[config.mk]
export PLATFORM = sky130hd
export DESIGN_NAME = lz_token_bit_encoder_flat
export DESIGN_NICKNAME = d
export VERILOG_FILES = /design/src/hdl/lzte_pkg.sv /design/src/hdl/lzte_if.sv /design/src/hdl/lz_token_bit_encoder.sv /design/src/flat_wrapper.sv
export VERILOG_INCLUDE_DIRS = /design/src /design/src/hdl
export SDC_FILE = /design/constraint.sdc
export NUM_CORES = 1
export LEC_CHECK = 0
export BUFFER_PORTS_ARGS = -buffer_cell sky130_fd_sc_hd__buf_2
export CORE_UTILIZATION = 35
export DETAILED_ROUTE_END_ITERATION = 8
export PLACE_DENSITY = 0.57
export SYNTH_ARGS = -nofsm -noshare
export SYNTH_HDL_FRONTEND = slang
export SYNTH_SLANG_ARGS = --single-unit
[constraint.sdc]
create_clock -name clk -period 4.91 [get_ports clk]
set_clock_uncertainty 0.15 [all_clocks]
set_input_delay 0.7365 -clock clk [delete_from_list [all_inputs] [get_ports clk]]
set_output_delay 0.7365 -clock clk [all_outputs]
set_load 0.05 [all_outputs]
[src/hdl/lz_token_bit_encoder_macros.svh]
// Assertion macros for the LZ token bit encoder; they sample on clk and are disabled in rst.
`ifndef LZ_TOKEN_BIT_ENCODER_MACROS_SVH
`define LZ_TOKEN_BIT_ENCODER_MACROS_SVH

// Same-cycle implication, checked at every rising clock edge outside reset
`define LZTE_ASSERT_IMPL(label, ante, cons) \
  label: assert property (@(posedge clk) disable iff (rst) (ante) |-> (cons)) \
    else $error("lz_token_bit_encoder: same-cycle check failed");

// Next-cycle implication, checked at every rising clock edge outside reset
`define LZTE_ASSERT_NEXT(label, ante, cons) \
  label: assert property (@(posedge clk) disable iff (rst) (ante) |=> (cons)) \
    else $error("lz_token_bit_encoder: next-cycle check failed");

`endif

[src/hdl/lzte_pkg.sv]
// Types and constants shared by the LZ token bit encoder and its channel interfaces.
`default_nettype none
package lzte_pkg;

  typedef enum logic [2:0] {
    CT_LITERAL   = 3'd0,
    CT_LEN1      = 3'd1,
    CT_LEN2      = 3'd2,
    CT_LEN3_NEAR = 3'd3,
    CT_LEN3_FAR  = 3'd4,
    CT_VAR_NEAR  = 3'd5,
    CT_VAR_FAR   = 3'd6
  } code_type_t;

  typedef struct packed {
    logic [7:0]         literal_byte;
    logic signed [15:0] displacement;
    logic [8:0]         match_length;
  } token_t;

  typedef struct packed {
    logic        code_valid;
    code_type_t  code_type;
    logic [4:0]  bit_size;
    logic [31:0] prefix_bits;
    logic [4:0]  prefix_count;
    logic [7:0]  byte_value;
    logic        has_byte;
  } code_t;

  // Fixed prefix patterns, left-aligned
  localparam logic [31:0] PREFIX_LITERAL = 32'h8000_0000;
  localparam logic [31:0] PREFIX_LEN2    = 32'h2000_0000;
  localparam logic [31:0] PREFIX_LEN3    = 32'h4000_0000;
  localparam logic [31:0] PREFIX_LEN3_FAR = 32'h5000_0000;
  localparam logic [31:0] PREFIX_VAR     = 32'h6000_0000;

  // Displacement range limits
  localparam logic signed [15:0] DISP_LEN1_MIN = -16'sd8;
  localparam logic signed [15:0] DISP_NEAR_MIN = -16'sd256;
  localparam logic signed [15:0] DISP_FAR_MAX  = -16'sd257;
  localparam logic signed [15:0] DISP_FAR_MIN  = -16'sd4352;

  // Offset added before taking the high displacement nibble
  localparam logic [11:0] HI_NIBBLE_BIAS = 12'h100;

  // Code sizes of the fixed classes
  localparam logic [4:0] SIZE_LITERAL   = 5'd9;
  localparam logic [4:0] SIZE_LEN1      = 5'd6;
  localparam logic [4:0] SIZE_LEN2      = 5'd11;
  localparam logic [4:0] SIZE_LEN3_NEAR = 5'd12;
  localparam logic [4:0] SIZE_LEN3_FAR  = 5'd16;
  localparam logic [4:0] BYTE_BITS      = 5'd8;

endpackage
`default_nettype wire

[src/hdl/lzte_if.sv]
// Valid/ready channel interfaces for LZ tokens in and coded tokens out.
`default_nettype none
interface lzte_token_if;
  import lzte_pkg::*;
  logic   valid;
  logic   ready;
  token_t payload;

  modport source (output valid, output payload, input ready);
  modport sink (input valid, input payload, output ready);
endinterface

interface lzte_code_if;
  import lzte_pkg::*;
  logic  valid;
  logic  ready;
  code_t payload;

  modport source (output valid, output payload, input ready);
  modport sink (input valid, input payload, output ready);
endinterface
`default_nettype wire

[src/hdl/lz_token_bit_encoder.sv]
// LZ token bit encoder: classifies one token per cycle and builds its prefix bit pattern.
// A token accepted on tok is held in an input register; classification, gamma length
// coding and prefix shifting then load the result register that drives code, and its
// result is valid on code once it is in that register. One token is accepted every
// cycle as long as code is taken; the input and result registers form a two-deep
// pipeline, so a stalled result still lets one more token enter. Tokens that cannot be
// coded give a result with code_valid low and all other fields zero. There is no state
// besides the pipeline.
`default_nettype none
module lz_token_bit_encoder (
  input  wire           clk,
  input  wire           rst,
  lzte_token_if.sink    tok,
  lzte_code_if.source   code
);
  import lzte_pkg::*;

  `include "lz_token_bit_encoder_macros.svh"

  logic   s1_valid;
  token_t s1_tok;
  logic   out_valid;
  code_t  out_res;
  code_t  res_next;
  logic   s1_ready;
  logic   out_ready;

  // Pipeline handshake
  assign out_ready  = !out_valid || code.ready;
  assign s1_ready   = !s1_valid || out_ready;
  assign tok.ready  = s1_ready;
  assign code.valid = out_valid;
  assign code.payload = out_res;

  // Advance pipeline control
  always_ff @(posedge clk) begin
    if (rst) begin
      s1_valid  <= 1'b0;
      out_valid <= 1'b0;
    end else begin
      if (s1_ready) begin
        s1_valid <= tok.valid;
      end
      if (out_ready) begin
        out_valid <= s1_valid;
      end
    end
  end

  // Load payload registers
  always_ff @(posedge clk) begin
    if (s1_ready && tok.valid) begin
      s1_tok <= tok.payload;
    end
    if (out_ready && s1_valid) begin
      out_res <= res_next;
    end
  end

  logic signed [15:0] d;
  logic [8:0]  len;
  logic        is_literal;
  logic        in_len1;
  logic        in_near;
  logic        in_far;
  logic [7:0]  lowb;
  logic [11:0] hi_sum;
  logic [3:0]  hi4;
  logic [6:0]  v;
  logic [2:0]  b;
  logic [7:0]  onehot;
  logic [7:0]  gamma;
  logic [4:0]  shift_near;
  logic [4:0]  shift_far;
  logic [31:0] var_near_bits;
  logic [31:0] var_far_bits;
  logic [4:0]  size_near;
  logic [4:0]  size_far;

  // Decode displacement ranges
  assign d          = s1_tok.displacement;
  assign len        = s1_tok.match_length;
  assign is_literal = (d == 16'sd0) || (len == 9'd0);
  assign in_len1    = (d < 16'sd0) && (d >= DISP_LEN1_MIN);
  assign in_near    = (d < 16'sd0) && (d >= DISP_NEAR_MIN);
  assign in_far     = (d <= DISP_FAR_MAX) && (d >= DISP_FAR_MIN);
  assign lowb       = d[7:0];
  assign hi_sum     = d[11:0] + HI_NIBBLE_BIAS;
  assign hi4        = hi_sum[11:8];

  // Find bit count of (len-2)/2 for the gamma length field
  assign v = 7'(len[7:1] - 7'd1);
  always_comb begin
    priority if (v[6]) b = 3'd7;
    else if (v[5])     b = 3'd6;
    else if (v[4])     b = 3'd5;
    else if (v[3])     b = 3'd4;
    else if (v[2])     b = 3'd3;
    else if (v[1])     b = 3'd2;
    else if (v[0])     b = 3'd1;
    else               b = 3'd0;
  end

  // Build gamma field and place it after the variable-length class marker
  assign onehot     = 8'd1 << b;
  assign gamma      = ((onehot - 8'd1) & (len[7:0] - onehot - 8'd2)) | onehot;
  assign shift_near = 5'd28 - {1'b0, b, 1'b0};
  assign shift_far  = 5'd24 - {1'b0, b, 1'b0};
  assign var_near_bits = PREFIX_VAR | ({23'd0, gamma, 1'b0} << shift_near);
  assign var_far_bits  = PREFIX_VAR | ({19'd0, gamma, 1'b1, hi4} << shift_far);
  assign size_near  = {1'b0, b, 1'b0} + SIZE_LEN3_NEAR;
  assign size_far   = {1'b0, b, 1'b0} + SIZE_LEN3_FAR;

  // Select class and result fields
  always_comb begin
    res_next = '0;
    priority if (is_literal) begin
      res_next.code_valid   = 1'b1;
      res_next.code_type    = CT_LITERAL;
      res_next.bit_size     = SIZE_LITERAL;
      res_next.prefix_bits  = PREFIX_LITERAL;
      res_next.prefix_count = 5'd1;
      res_next.byte_value   = s1_tok.literal_byte;
      res_next.has_byte     = 1'b1;
    end else if (len == 9'd1 && in_len1) begin
      res_next.code_valid   = 1'b1;
      res_next.code_type    = CT_LEN1;
      res_next.bit_size     = SIZE_LEN1;
      res_next.prefix_bits  = {3'b000, d[2:0], 26'd0};
      res_next.prefix_count = 5'd6;
    end else if (len == 9'd2 && in_near) begin
      res_next.code_valid   = 1'b1;
      res_next.code_type    = CT_LEN2;
      res_next.bit_size     = SIZE_LEN2;
      res_next.prefix_bits  = PREFIX_LEN2;
      res_next.prefix_count = 5'd3;
      res_next.byte_value   = lowb;
      res_next.has_byte     = 1'b1;
    end else if (len == 9'd3 && in_near) begin
      res_next.code_valid   = 1'b1;
      res_next.code_type    = CT_LEN3_NEAR;
      res_next.bit_size     = SIZE_LEN3_NEAR;
      res_next.prefix_bits  = PREFIX_LEN3;
      res_next.prefix_count = 5'd4;
      res_next.byte_value   = lowb;
      res_next.has_byte     = 1'b1;
    end else if (len == 9'd3 && in_far) begin
      res_next.code_valid   = 1'b1;
      res_next.code_type    = CT_LEN3_FAR;
      res_next.bit_size     = SIZE_LEN3_FAR;
      res_next.prefix_bits  = PREFIX_LEN3_FAR | {4'd0, hi4, 24'd0};
      res_next.prefix_count = 5'd8;
      res_next.byte_value   = lowb;
      res_next.has_byte     = 1'b1;
    end else if (len >= 9'd4 && !len[8] && in_near) begin
      res_next.code_valid   = 1'b1;
      res_next.code_type    = CT_VAR_NEAR;
      res_next.bit_size     = size_near;
      res_next.prefix_bits  = var_near_bits;
      res_next.prefix_count = size_near - BYTE_BITS;
      res_next.byte_value   = lowb;
      res_next.has_byte     = 1'b1;
    end else if (len >= 9'd4 && !len[8] && in_far) begin
      res_next.code_valid   = 1'b1;
      res_next.code_type    = CT_VAR_FAR;
      res_next.bit_size     = size_far;
      res_next.prefix_bits  = var_far_bits;
      res_next.prefix_count = size_far - BYTE_BITS;
      res_next.byte_value   = lowb;
      res_next.has_byte     = 1'b1;
    end else begin
      res_next = '0;
    end
  end

  // Checks on pipeline flow and result consistency
  `LZTE_ASSERT_NEXT(a_accept_fills_s1, tok.valid && tok.ready, s1_valid)
  `LZTE_ASSERT_IMPL(a_invalid_is_zero, code.valid && !code.payload.code_valid,
    code.payload.bit_size == 5'd0 && code.payload.prefix_count == 5'd0)
  `LZTE_ASSERT_IMPL(a_size_sums, code.valid && code.payload.code_valid,
    code.payload.bit_size == code.payload.prefix_count +
      (code.payload.has_byte ? BYTE_BITS : 5'd0))
  `LZTE_ASSERT_IMPL(a_no_byte_len1,
    code.valid && code.payload.code_valid && !code.payload.has_byte,
    code.payload.code_type == CT_LEN1)

endmodule
`default_nettype wire

[src/flat_wrapper.sv]
// flat-port wrapper written by rule: the top's interface ports become plain ports
module lz_token_bit_encoder_flat import lzte_pkg::*;
  (clk, rst, tok_valid, tok_payload, tok_ready, code_valid, code_payload, code_ready);
  lzte_token_if tok_i ();
  lzte_code_if code_i ();
  input  wire clk;
  input  wire rst;
  input wire logic [$bits(tok_i.valid)-1:0] tok_valid;
  input wire logic [$bits(tok_i.payload)-1:0] tok_payload;
  output wire logic [$bits(tok_i.ready)-1:0] tok_ready;
  output wire logic [$bits(code_i.valid)-1:0] code_valid;
  output wire logic [$bits(code_i.payload)-1:0] code_payload;
  input wire logic [$bits(code_i.ready)-1:0] code_ready;
  assign tok_i.valid = tok_valid;
  assign tok_i.payload = tok_payload;
  assign tok_ready = tok_i.ready;
  assign code_valid = code_i.valid;
  assign code_payload = code_i.payload;
  assign code_i.ready = code_ready;
  lz_token_bit_encoder u_core (.clk(clk), .rst(rst), .tok(tok_i), .code(code_i));
endmodule
==> flow_metrics.env, run 1 <==
export IMPL_status="complete, no violations"
export IMPL_ys_seq_area_share_pct=47.3
export IMPL_timing_fmax_ghz=0.210
export IMPL_area_growth_pct=23.4
export IMPL_wire_per_inst_um=18.1
export IMPL_synthesis_nets=589
export IMPL_finalPower_mw=2.15
export IMPL_via_per_inst=5.53
export IMPL_antenna_found_initial=0
export IMPL_tritoncts="built"
export IMPL_synthDistinctLibCells=81
export IMPL_start_util_pct=35.9
export IMPL_drt_initial_drc_count=360
export IMPL_grt_total_usage_pct=19.9
export IMPL_synth_edf_count=85
export IMPL_period_minus_slack_ns=4.76
export IMPL_finalSetupViolCount=0
export IMPL_max_slew_margin_rel_pct=40.2
export IMPL_layout_common_cells="buf_2 (93), edfxtp_1 (85), nand2_1 (41)"
export IMPL_grt_max_degree=39
export IMPL_numCtsBuffers=9
export IMPL_die_x_um=127
export IMPL_clock_path_buffers=2
export IMPL_synthArstFlopShare_pct=0
export IMPL_die_area_um2=16200
export IMPL_overflow=0
export IMPL_worstMarginPinSlew_ns=0.890
export IMPL_gp_congestion=0.962
export IMPL_synth_avg_cell_area_um2=10.4
export IMPL_antenna_cells=0
export IMPL_synth_warnings=0
export IMPL_core_area_um2=15300
export IMPL_postCtsHoldBufs=0
export IMPL_grt_setup_unrepaired="yes"
export IMPL_final_antenna_net_count=0
export IMPL_powerDensity_nw_per_um2=318
export IMPL_critical_path_arrival_ns=4.68
export IMPL_seqCellArea_um2=2590
export IMPL_multiInputGateArea_um2=2740
export IMPL_fillerInstances=1445
export IMPL_hp_class="reg2reg"
export IMPL_cts_htree_levels=3
export IMPL_dp_hpwl_um=11800
export IMPL_netlist_area_um2=5480
export IMPL_hold_ws_ns=0.375
export IMPL_crit_fanout=11
export IMPL_min_period_over_period_pct=97.0
export IMPL_dr_pass1_iters=6
export IMPL_postLayoutCellArea_um2=6760
export IMPL_p_leak_nw=2.61
export IMPL_grt_pass1_wl_um=24500
export IMPL_drt_total_wl_um=15500
export IMPL_ioPinCount=94
export IMPL_num_vias=4725
export IMPL_grt_pass1_vias=4570
export IMPL_maxCapViolations=0
export IMPL_final_nets=703
export IMPL_vdd_drop_max_uv=209
export IMPL_worstSkewPairLatency_ns=0.35
export IMPL_synth_flop_cell="edfxtp_1"
export IMPL_critPathCaptureType="flip-flop"
export IMPL_drc=0
export IMPL_synth_seq_cells=87
export IMPL_hold_viol_final=0
export IMPL_worstPathRequired_ns=4.83
export IMPL_drv_slew=0
export IMPL_die_y_um=127
export IMPL_placed_area_um2=6370
export IMPL_cp_start_kind="flip-flop"
export IMPL_syn_inst=525
export IMPL_num_rows=45
export IMPL_root_buffer="clkbuf_16"
export IMPL_portBuffers=93
export IMPL_final_util_pct=44.3
export IMPL_worstSetupPathType="reg2reg"
export IMPL_final_common_cell="buf_2"
export IMPL_clock_sinks=87
export IMPL_layout_drive_gt1_share_pct=29.5
export IMPL_clk_pin_slew_ns=0.07
## registers in the layout, summed over array words and instances, names as in the netlist
name,cells
u_core.d,16
u_core.s1_valid,1
u_core.len,9
u_core.code.valid,1
u_core.s1_tok,8
u_core.code.payload,52
## metrics by stage
step	setup slack, ns	TNS, ns	std cells
2_1_floorplan	0.00331	0	525
3_3_place_gp	0.129	0	836
3_5_place_dp	-0.0145	-0.0145	836
4_1_cts	0.0417	0	852
5_1_grt	-0.0184	-0.0359	855
6_report	0.149	0	855
## area by class of cell
| class | instances | area share [%] |
|---|---|---|
| Multi-Input combinational cell | 383 | 40.5 |
| Clock buffer | 10 | 3.39 |
| Clock inverter | 6 | 1.11 |
| Inverter | 28 | 1.67 |
| Timing Repair Buffer | 130 | 11.0 |
| Tap cell | 211 | 3.91 |
| Sequential cell | 87 | 38.3 |
## metal layers
| layer | wire [µm] | up-vias | GRT usage (%) |
|---|---|---|---|
| li1 | - | 2247 | - |
| met1 | 6710 | 2217 | 25.7 |
| met2 | 7130 | 217 | 32.3 |
| met3 | 981 | 44 | 3.81 |
| met4 | 640 | 0 | 9.66 |
| met5 | 0 | - | 0 |
## timing repair
item                       in CTS  in global routing
gates resized for setup         1                 14
pin swaps                       0                  6
setup buffers                   0                  3
setup endpoints to repair       1                 19
## logic make-up after synthesis
family | count (synthesis) | synth area share [%]
and+or+nand+nor | 182 | 17.2
buffers and inverters | 55 | 4.68
muxes | 11 | 2.35
adders and majority gates | 27 | 6.30
DFF | 87 | 47.3
xor gates and xnor gates | 12 | 1.92
AOI/OAI and AO/OA | 151 | 20.2
## worst max-delay path, stage by stage (launching register included)
cell,delay (ns)
edfxtp_1,0.43
buf_4,0.21
or3_1,0.33
o211ai_1,0.13
o211a_1,0.28
o21ai_4,0.12
ha_4,0.17
and2_1,0.13
ha_1,0.26
inv_1,0.06
ha_2,0.19
inv_1,0.06
fa_2,0.37
nor2b_4,0.14
o221ai_2,0.12
a21o_1,0.17
o221ai_1,0.16
nand2_1,0.12
o21a_2,0.25
buf_4,0.15
a21oi_1,0.27
o221ai_1,0.19
## cells in the mapped netlist (4+ instances only)
cell	number	area, µm²
nor3_1	20	100
o21a_1	4	30.0
a211o_1	4	35.0
clkbuf_1	12	45.0
nand4_1	4	25.0
o221ai_1	4	35.0
buf_2	6	30.0
a21oi_1	20	100
or3_1	8	50.1
o22ai_1	9	56.3
a22o_1	15	131
nor4_1	5	31.3
o211ai_1	8	60.1
and2_1	9	56.3
nor2b_1	4	25.0
a22oi_1	6	45.0
and3_1	5	31.3
buf_4	4	30.0
mux2i_1	8	80.1
a31oi_1	7	43.8
a211oi_1	7	52.6
a21o_1	5	37.5
nand3_1	15	75.1
edfxtp_1	85	2550
inv_1	25	93.8
ha_1	26	325
nand2_1	41	154
o21ai_0	21	105
or2_2	8	50.1
nor2_1	39	146
xnor2_1	10	87.6
nand2b_1	7	43.8
## power by group
group,switching (mW),leakage [nW],internal (mW)
logic,0.370,1.66,0.195
clock network,0.298,0.151,0.404
registers,0.0222,0.799,0.858
total,0.690,2.61,1.46
## worst paths after layout
path / startpoint / end / slack (ns) / depth (start not counted)
hold reg to reg: u_core.s1_valid / u_core.code.valid / 0.37 / 2
setup / recovery: u_core.len[1] / u_core.code.payload[34] / 0.15 / 21
setup reg to reg: u_core.len[1] / u_core.code.payload[34] / 0.15 / 21
hold / removal: u_core.s1_valid / u_core.code.valid / 0.37 / 2
(Power assumes the default switching activity.)
==> inputs of run 2 (changes only) <==
--- a/config.mk
+++ b/config.mk
@@ -10,6 +10,7 @@
 export CORE_UTILIZATION = 35
 export DETAILED_ROUTE_END_ITERATION = 8
 export PLACE_DENSITY = 0.57
+export SETUP_SLACK_MARGIN = 0.4
 export SYNTH_ARGS = -nofsm -noshare
 export SYNTH_HDL_FRONTEND = slang
 export SYNTH_SLANG_ARGS = --single-unit
==> flow_metrics.env, run 2 (synthesis gave the netlist of run 1 again) <==
export IMPL_status="complete, no violations"
export IMPL_tns_ns=0
export IMPL_grt_setup_unrepaired="yes"
export IMPL_period_minus_slack_ns=4.67
export IMPL_root_buffer="clkbuf_16"
export IMPL_cts_htree_levels=3
export IMPL_worstMarginPinSlew_ns=0.987
export IMPL_overflow=0
export IMPL_clock_path_buffers=2
export IMPL_min_delay_path_depth=2
export IMPL_r2r_end="u_core.code.payload[38]"
export IMPL_area_growth_pct=35.2
export IMPL_grt_pass1_vias=4733
export IMPL_vdd_drop_max_uv=224
export IMPL_layout_common_cells="buf_2 (93), edfxtp_1 (85), buf_4 (62)"
export IMPL_hold_ws_ns=0.364
export IMPL_num_rows=45
export IMPL_critPathCaptureType="flip-flop"
export IMPL_multiInputGateArea_um2=3130
export IMPL_worstSetupPathType="reg2reg"
export IMPL_num_vias=4932
export IMPL_r2r_setup_slack_ns=0.24
export IMPL_final_common_cell="buf_2"
export IMPL_ioPinCount=94
export IMPL_post_place_ws_ns=0.0302
export IMPL_largest_reg_flops=52
export IMPL_layout_drive_gt1_share_pct=40.1
export IMPL_drv_slew=0
export IMPL_dp_hpwl_um=12000
export IMPL_gr_usage_met1_pct=26.2
export IMPL_powerDensity_nw_per_um2=306
export IMPL_dp_cells=830
export IMPL_min_period_over_period_pct=95.1
export IMPL_worstPathRequired_ns=4.86
export IMPL_die_y_um=127
export IMPL_antenna_found_initial=0
export IMPL_gp_congestion=0.955
export IMPL_instances_no_fill=885
export IMPL_dr_pass1_iters=4
export IMPL_hold_viol_final=0
export IMPL_busiest_layer="met2"
export IMPL_core_area_um2=15300
export IMPL_rr_startpoint="u_core.len[1]"
export IMPL_drc=0
export IMPL_tritoncts="built"
export IMPL_fillerInstances=1423
export IMPL_seqCellArea_um2=2590
export IMPL_postCtsHoldBufs=0
export IMPL_portBuffers=93
export IMPL_p_leak_nw=2.85
export IMPL_final_nets=733
export IMPL_finalSetupViolCount=0
export IMPL_cp_start_kind="flip-flop"
export IMPL_grt_pass1_wl_um=25700
export IMPL_drt_total_wl_um=16400
export IMPL_hold_end="u_core.code.valid"
export IMPL_reg2reg_depth=22
export IMPL_antenna_cells=0
export IMPL_hp_start="u_core.s1_valid"
export IMPL_worstSkewPairLatency_ns=0.35
export IMPL_crit_fanout=7
export IMPL_grt_max_degree=42
export IMPL_use_met2_pct=34.9
export IMPL_timing_fmax_ghz=0.214
export IMPL_numCtsBuffers=9
export IMPL_via_per_inst=5.57
export IMPL_die_x_um=127
export IMPL_wire_per_inst_um=18.5
export IMPL_maxCapViolations=0
export IMPL_finalWorstSetupSlack_ns=0.243
export IMPL_start_util_pct=35.9
export IMPL_finalPower_mw=2.27
export IMPL_max_slew_margin_rel_pct=33.8
export IMPL_critical_path_arrival_ns=4.62
export IMPL_hp_class="reg2reg"
export IMPL_die_area_um2=16200
export IMPL_clock_sinks=87
export IMPL_final_antenna_net_count=0
export IMPL_drt_initial_drc_count=402
export IMPL_clk_pin_slew_ns=0.07
export IMPL_met3_usage_pct=4.36
export IMPL_grt_total_usage_pct=20.7
-- run 2: changes by cell type in the layout (fill, tap and decap cells not counted), moves of 5 or more --
cell,delta
o21ai_0,-6
nand2_1,-5
ha_4,+9
buf_4,+26
ha_1,-7
-- run 2: critical path, cell delays in order (launching register included) --
cell and delay, ns:
edfxtp_1 0.49, inv_8 0.09, ha_4 0.16, o21bai_1 0.13, a311oi_2 0.13, buf_4 0.16, o32a_1 0.40, buf_4 0.17
and2_4 0.13, ha_4 0.21, inv_4 0.05, ha_4 0.12, inv_2 0.03, fa_2 0.38, nor2b_4 0.16, o221ai_4 0.13
a21o_1 0.20, o221ai_2 0.19, nand2_2 0.08, o21a_4 0.24, buf_4 0.15, and3_1 0.19, a221o_1 0.26
-- run 2: final cells by class --
| cell class | instances | share of cell area (%) |
|---|---|---|
| repair buffers | 160 | 13.3 |
| flip-flops and latches | 87 | 35.0 |
| inverters | 28 | 1.66 |
| clock buffers | 9 | 3.04 |
| clock inverters | 7 | 1.20 |
| well taps | 211 | 3.56 |
| multi-input cells | 383 | 42.2 |
-- run 2: what timing repair did --
item / CTS / global route
resized for setup: 31 / 47
setup buffers: 30 / 9
pin swaps: 28 / 30
setup endpoints to repair: 23 / 25
-- run 2: worst max-delay path by stage --
stage                     cells after the start          start                 endpoint
after global routing                         22  u_core.len[1]  u_core.code.payload[38]
after global placement                       18  u_core.len[1]  u_core.code.payload[41]
final                                        22  u_core.len[1]  u_core.code.payload[38]
after detailed placement                     22  u_core.len[1]  u_core.code.payload[38]
after floorplan                              25  u_core.len[1]  u_core.code.payload[38]
after CTS                                    20  u_core.len[1]  u_core.code.payload[38]
-- run 2: layer usage --
| metal | part of all wire (%) | vias up |
|---|---|---|
| met5 | 0 | - |
| met2 | 50 | 193 |
| li1 | - | 2302 |
| met4 | 2.5 | 0 |
| met3 | 5.4 | 34 |
| met1 | 43 | 2403 |
-- run 2: power breakdown --
part	switching (mW)	internal, mW	total [mW]
sequential	0.0230	0.858	0.880
combinational	0.417	0.266	0.683
clock	0.301	0.405	0.706
total	0.741	1.53	2.27
-- run 2: metrics by stage --
stage	utilization, %	cell area, µm²
final	48.5	7410
after global routing	48.5	7410
after CTS	46.7	7120
after detailed placement	42.1	6430
after global placement	42.1	6430
after floorplan	-	5650
==> inputs of run 3 (changes only) <==
--- a/config.mk
+++ b/config.mk
@@ -6,10 +6,10 @@
 export SDC_FILE = /design/constraint.sdc
 export NUM_CORES = 1
 export LEC_CHECK = 0
-export BUFFER_PORTS_ARGS = -buffer_cell sky130_fd_sc_hd__buf_2
-export CORE_UTILIZATION = 35
+export CORE_UTILIZATION = 49
 export DETAILED_ROUTE_END_ITERATION = 8
-export PLACE_DENSITY = 0.57
+export DONT_BUFFER_PORTS = 1
+export PLACE_DENSITY = 0.67
 export SETUP_SLACK_MARGIN = 0.4
 export SYNTH_ARGS = -nofsm -noshare
 export SYNTH_HDL_FRONTEND = slang
==> flow_metrics.env, run 3 (synthesis gave the netlist of run 1 again) <==
export IMPL_num_rows=38
export IMPL_period_minus_slack_ns=4.60
export IMPL_grt_pass1_vias=4549
export IMPL_clk_pin_slew_ns=0.10
export IMPL_status="complete, no violations"
export IMPL_timing_fmax_ghz=0.217
export IMPL_ioPinCount=94
export IMPL_largest_reg_flops=52
export IMPL_root_buffer="clkbuf_8"
export IMPL_grt_pass1_wl_um=24200
export IMPL_drt_initial_drc_count=344
export IMPL_die_x_um=108
export IMPL_die_area_um2=11600
export IMPL_min_delay_path_depth=1
export IMPL_grt_max_degree=44
export IMPL_crit_slowest_cell="edfxtp_1"
export IMPL_num_vias=4523
export IMPL_crit_top_cell="ha_4"
export IMPL_r2r_end="u_core.code.payload[38]"
export IMPL_tns_ns=0
export IMPL_r2r_setup_slack_ns=0.31
export IMPL_finalWorstSetupSlack_ns=0.306
export IMPL_max_stage_delay_ns=0.47
export IMPL_finalPower_mw=2.02
export IMPL_max_slew_margin_rel_pct=39.5
export IMPL_critPathCaptureType="flip-flop"
export IMPL_wire_per_inst_um=21.6
export IMPL_cp_start_kind="flip-flop"
export IMPL_dp_hpwl_um=10900
export IMPL_hold_viol_final=0
export IMPL_critPathBufInv=5
export IMPL_fillerInstances=882
export IMPL_placed_area_um2=5860
export IMPL_vdd_drop_max_uv=184
export IMPL_portBuffers=0
export IMPL_dr_pass1_iters=5
export IMPL_min_period_over_period_pct=93.8
export IMPL_drv_slew=0
export IMPL_final_antenna_net_count=0
export IMPL_hp_class="in2reg"
export IMPL_critPathLaunch="u_core.len[1]"
export IMPL_die_y_um=108
export IMPL_final_nets=634
export IMPL_clock_path_buffers=2
export IMPL_gp_congestion=0.935
export IMPL_hold_end="u_core.code.valid"
export IMPL_antenna_cells=0
export IMPL_worstSkewPairLatency_ns=0.38
export IMPL_critical_path_arrival_ns=4.59
export IMPL_worstPathRequired_ns=4.90
export IMPL_postLayoutCellArea_um2=6640
export IMPL_postCtsHoldBufs=0
export IMPL_worstPathCellList="inv_8, ha_4, buf_6, buf_6, a211o_4, o21ai_4, clkinv_4, ha_4, ha_4, ha_4, inv_4, ha_4, or2_2, o221ai_4, o21ai_2, o221ai_2, nand2_2, o21a_4, mux2_4, a221o_1"
export IMPL_crit_fanout=6
export IMPL_final_common_cell="edfxtp_1"
export IMPL_p_leak_nw=2.40
export IMPL_antenna_found_initial=0
export IMPL_reg2reg_depth=20
export IMPL_finalSetupViolCount=0
export IMPL_grt_total_usage_pct=27.8
export IMPL_post_place_ws_ns=0.0474
export IMPL_worstMarginPinSlew_ns=0.901
export IMPL_drt_total_wl_um=15400
export IMPL_grt_setup_unrepaired="yes"
export IMPL_layout_common_cells="edfxtp_1 (85), buf_4 (54), nand2_1 (38)"
export IMPL_maxCapViolations=0
export IMPL_cts_htree_levels=3
export IMPL_drc=0
export IMPL_critical_path_top_delay_family="compound AO/OA/AOI/OAI gates"
export IMPL_worstSetupPathType="reg2reg"
export IMPL_area_growth_pct=21.2
export IMPL_rr_startpoint="u_core.len[1]"
export IMPL_numCtsBuffers=9
export IMPL_overflow=0
export IMPL_tritoncts="built"
export IMPL_hp_start="rst"
export IMPL_clock_sinks=87
export IMPL_core_area_um2=10900
export IMPL_via_per_inst=6.33
export IMPL_powerDensity_nw_per_um2=304
export IMPL_layout_drive_gt1_share_pct=28.3
export IMPL_start_util_pct=50.3
## run 3: worst max path at each step
stage / end / slack (ns) / cells past startpoint
after floorplan: u_core.code.payload[38] / 0.06 / 25
after CTS: u_core.code.payload[38] / 0.32 / 22
after detailed placement: u_core.code.payload[38] / 0.05 / 21
after global routing: u_core.code.payload[38] / 0.13 / 22
after global placement: u_core.code.payload[38] / 0.14 / 21
final: u_core.code.payload[38] / 0.31 / 20
## run 3: metrics by stage
stage | hold slack [ns] | util [%] | cells
4_1_cts | 0.251 | 59.2 | 707
3_5_place_dp | 0.352 | 53.8 | 664
6_report | 0.263 | 61.0 | 715
3_3_place_gp | 0.346 | 53.8 | 664
5_1_grt | 0.254 | 61.0 | 715
2_1_floorplan | 0.328 | - | 525
## run 3: report_power, final
| group | total (mW) | internal, mW | switching, mW |
|---|---|---|---|
| logic | 0.548 | 0.230 | 0.317 |
| registers | 0.969 | 0.859 | 0.110 |
| clock network | 0.500 | 0.201 | 0.299 |
| total | 2.02 | 1.29 | 0.727 |
## run 3: repair_timing
item                                    CTS  global route
gates resized for setup                  34            38
buffers inserted                         27             8
endpoints found under the setup margin   19            24
gates cloned                              0             0
pin swaps                                25            26
## run 3: cell type report
class                           instances  area [µm²]  area share (%)
Clock buffer                            9         124            1.87
Inverter                               28         125            1.88
Tap cell                              140         175            2.64
Multi-Input combinational cell        383        3070            46.2
Clock inverter                          7        70.1            1.06
Timing Repair Buffer                   61         484            7.29
Sequential cell                        87        2590            39.0
## run 3: routing by layer
| metal | GRT usage, % | wire length, µm |
|---|---|---|
| met3 | 5.87 | 993 |
| met4 | 14.7 | 624 |
| met5 | 0 | 0 |
| met2 | 45.0 | 7460 |
| met1 | 34.7 | 6330 |
## run 3: worst reg2reg max path, cell delays in order (launching register included)
cell and delay, ns:
edfxtp_1 0.47, inv_8 0.05, ha_4 0.19, buf_6 0.12
buf_6 0.11, a211o_4 0.34, o21ai_4 0.26, clkinv_4 0.12
ha_4 0.20, ha_4 0.18, ha_4 0.27, inv_4 0.03
ha_4 0.17, or2_2 0.31, o221ai_4 0.19, o21ai_2 0.10
o221ai_2 0.19, nand2_2 0.09, o21a_4 0.23, mux2_4 0.29
a221o_1 0.31
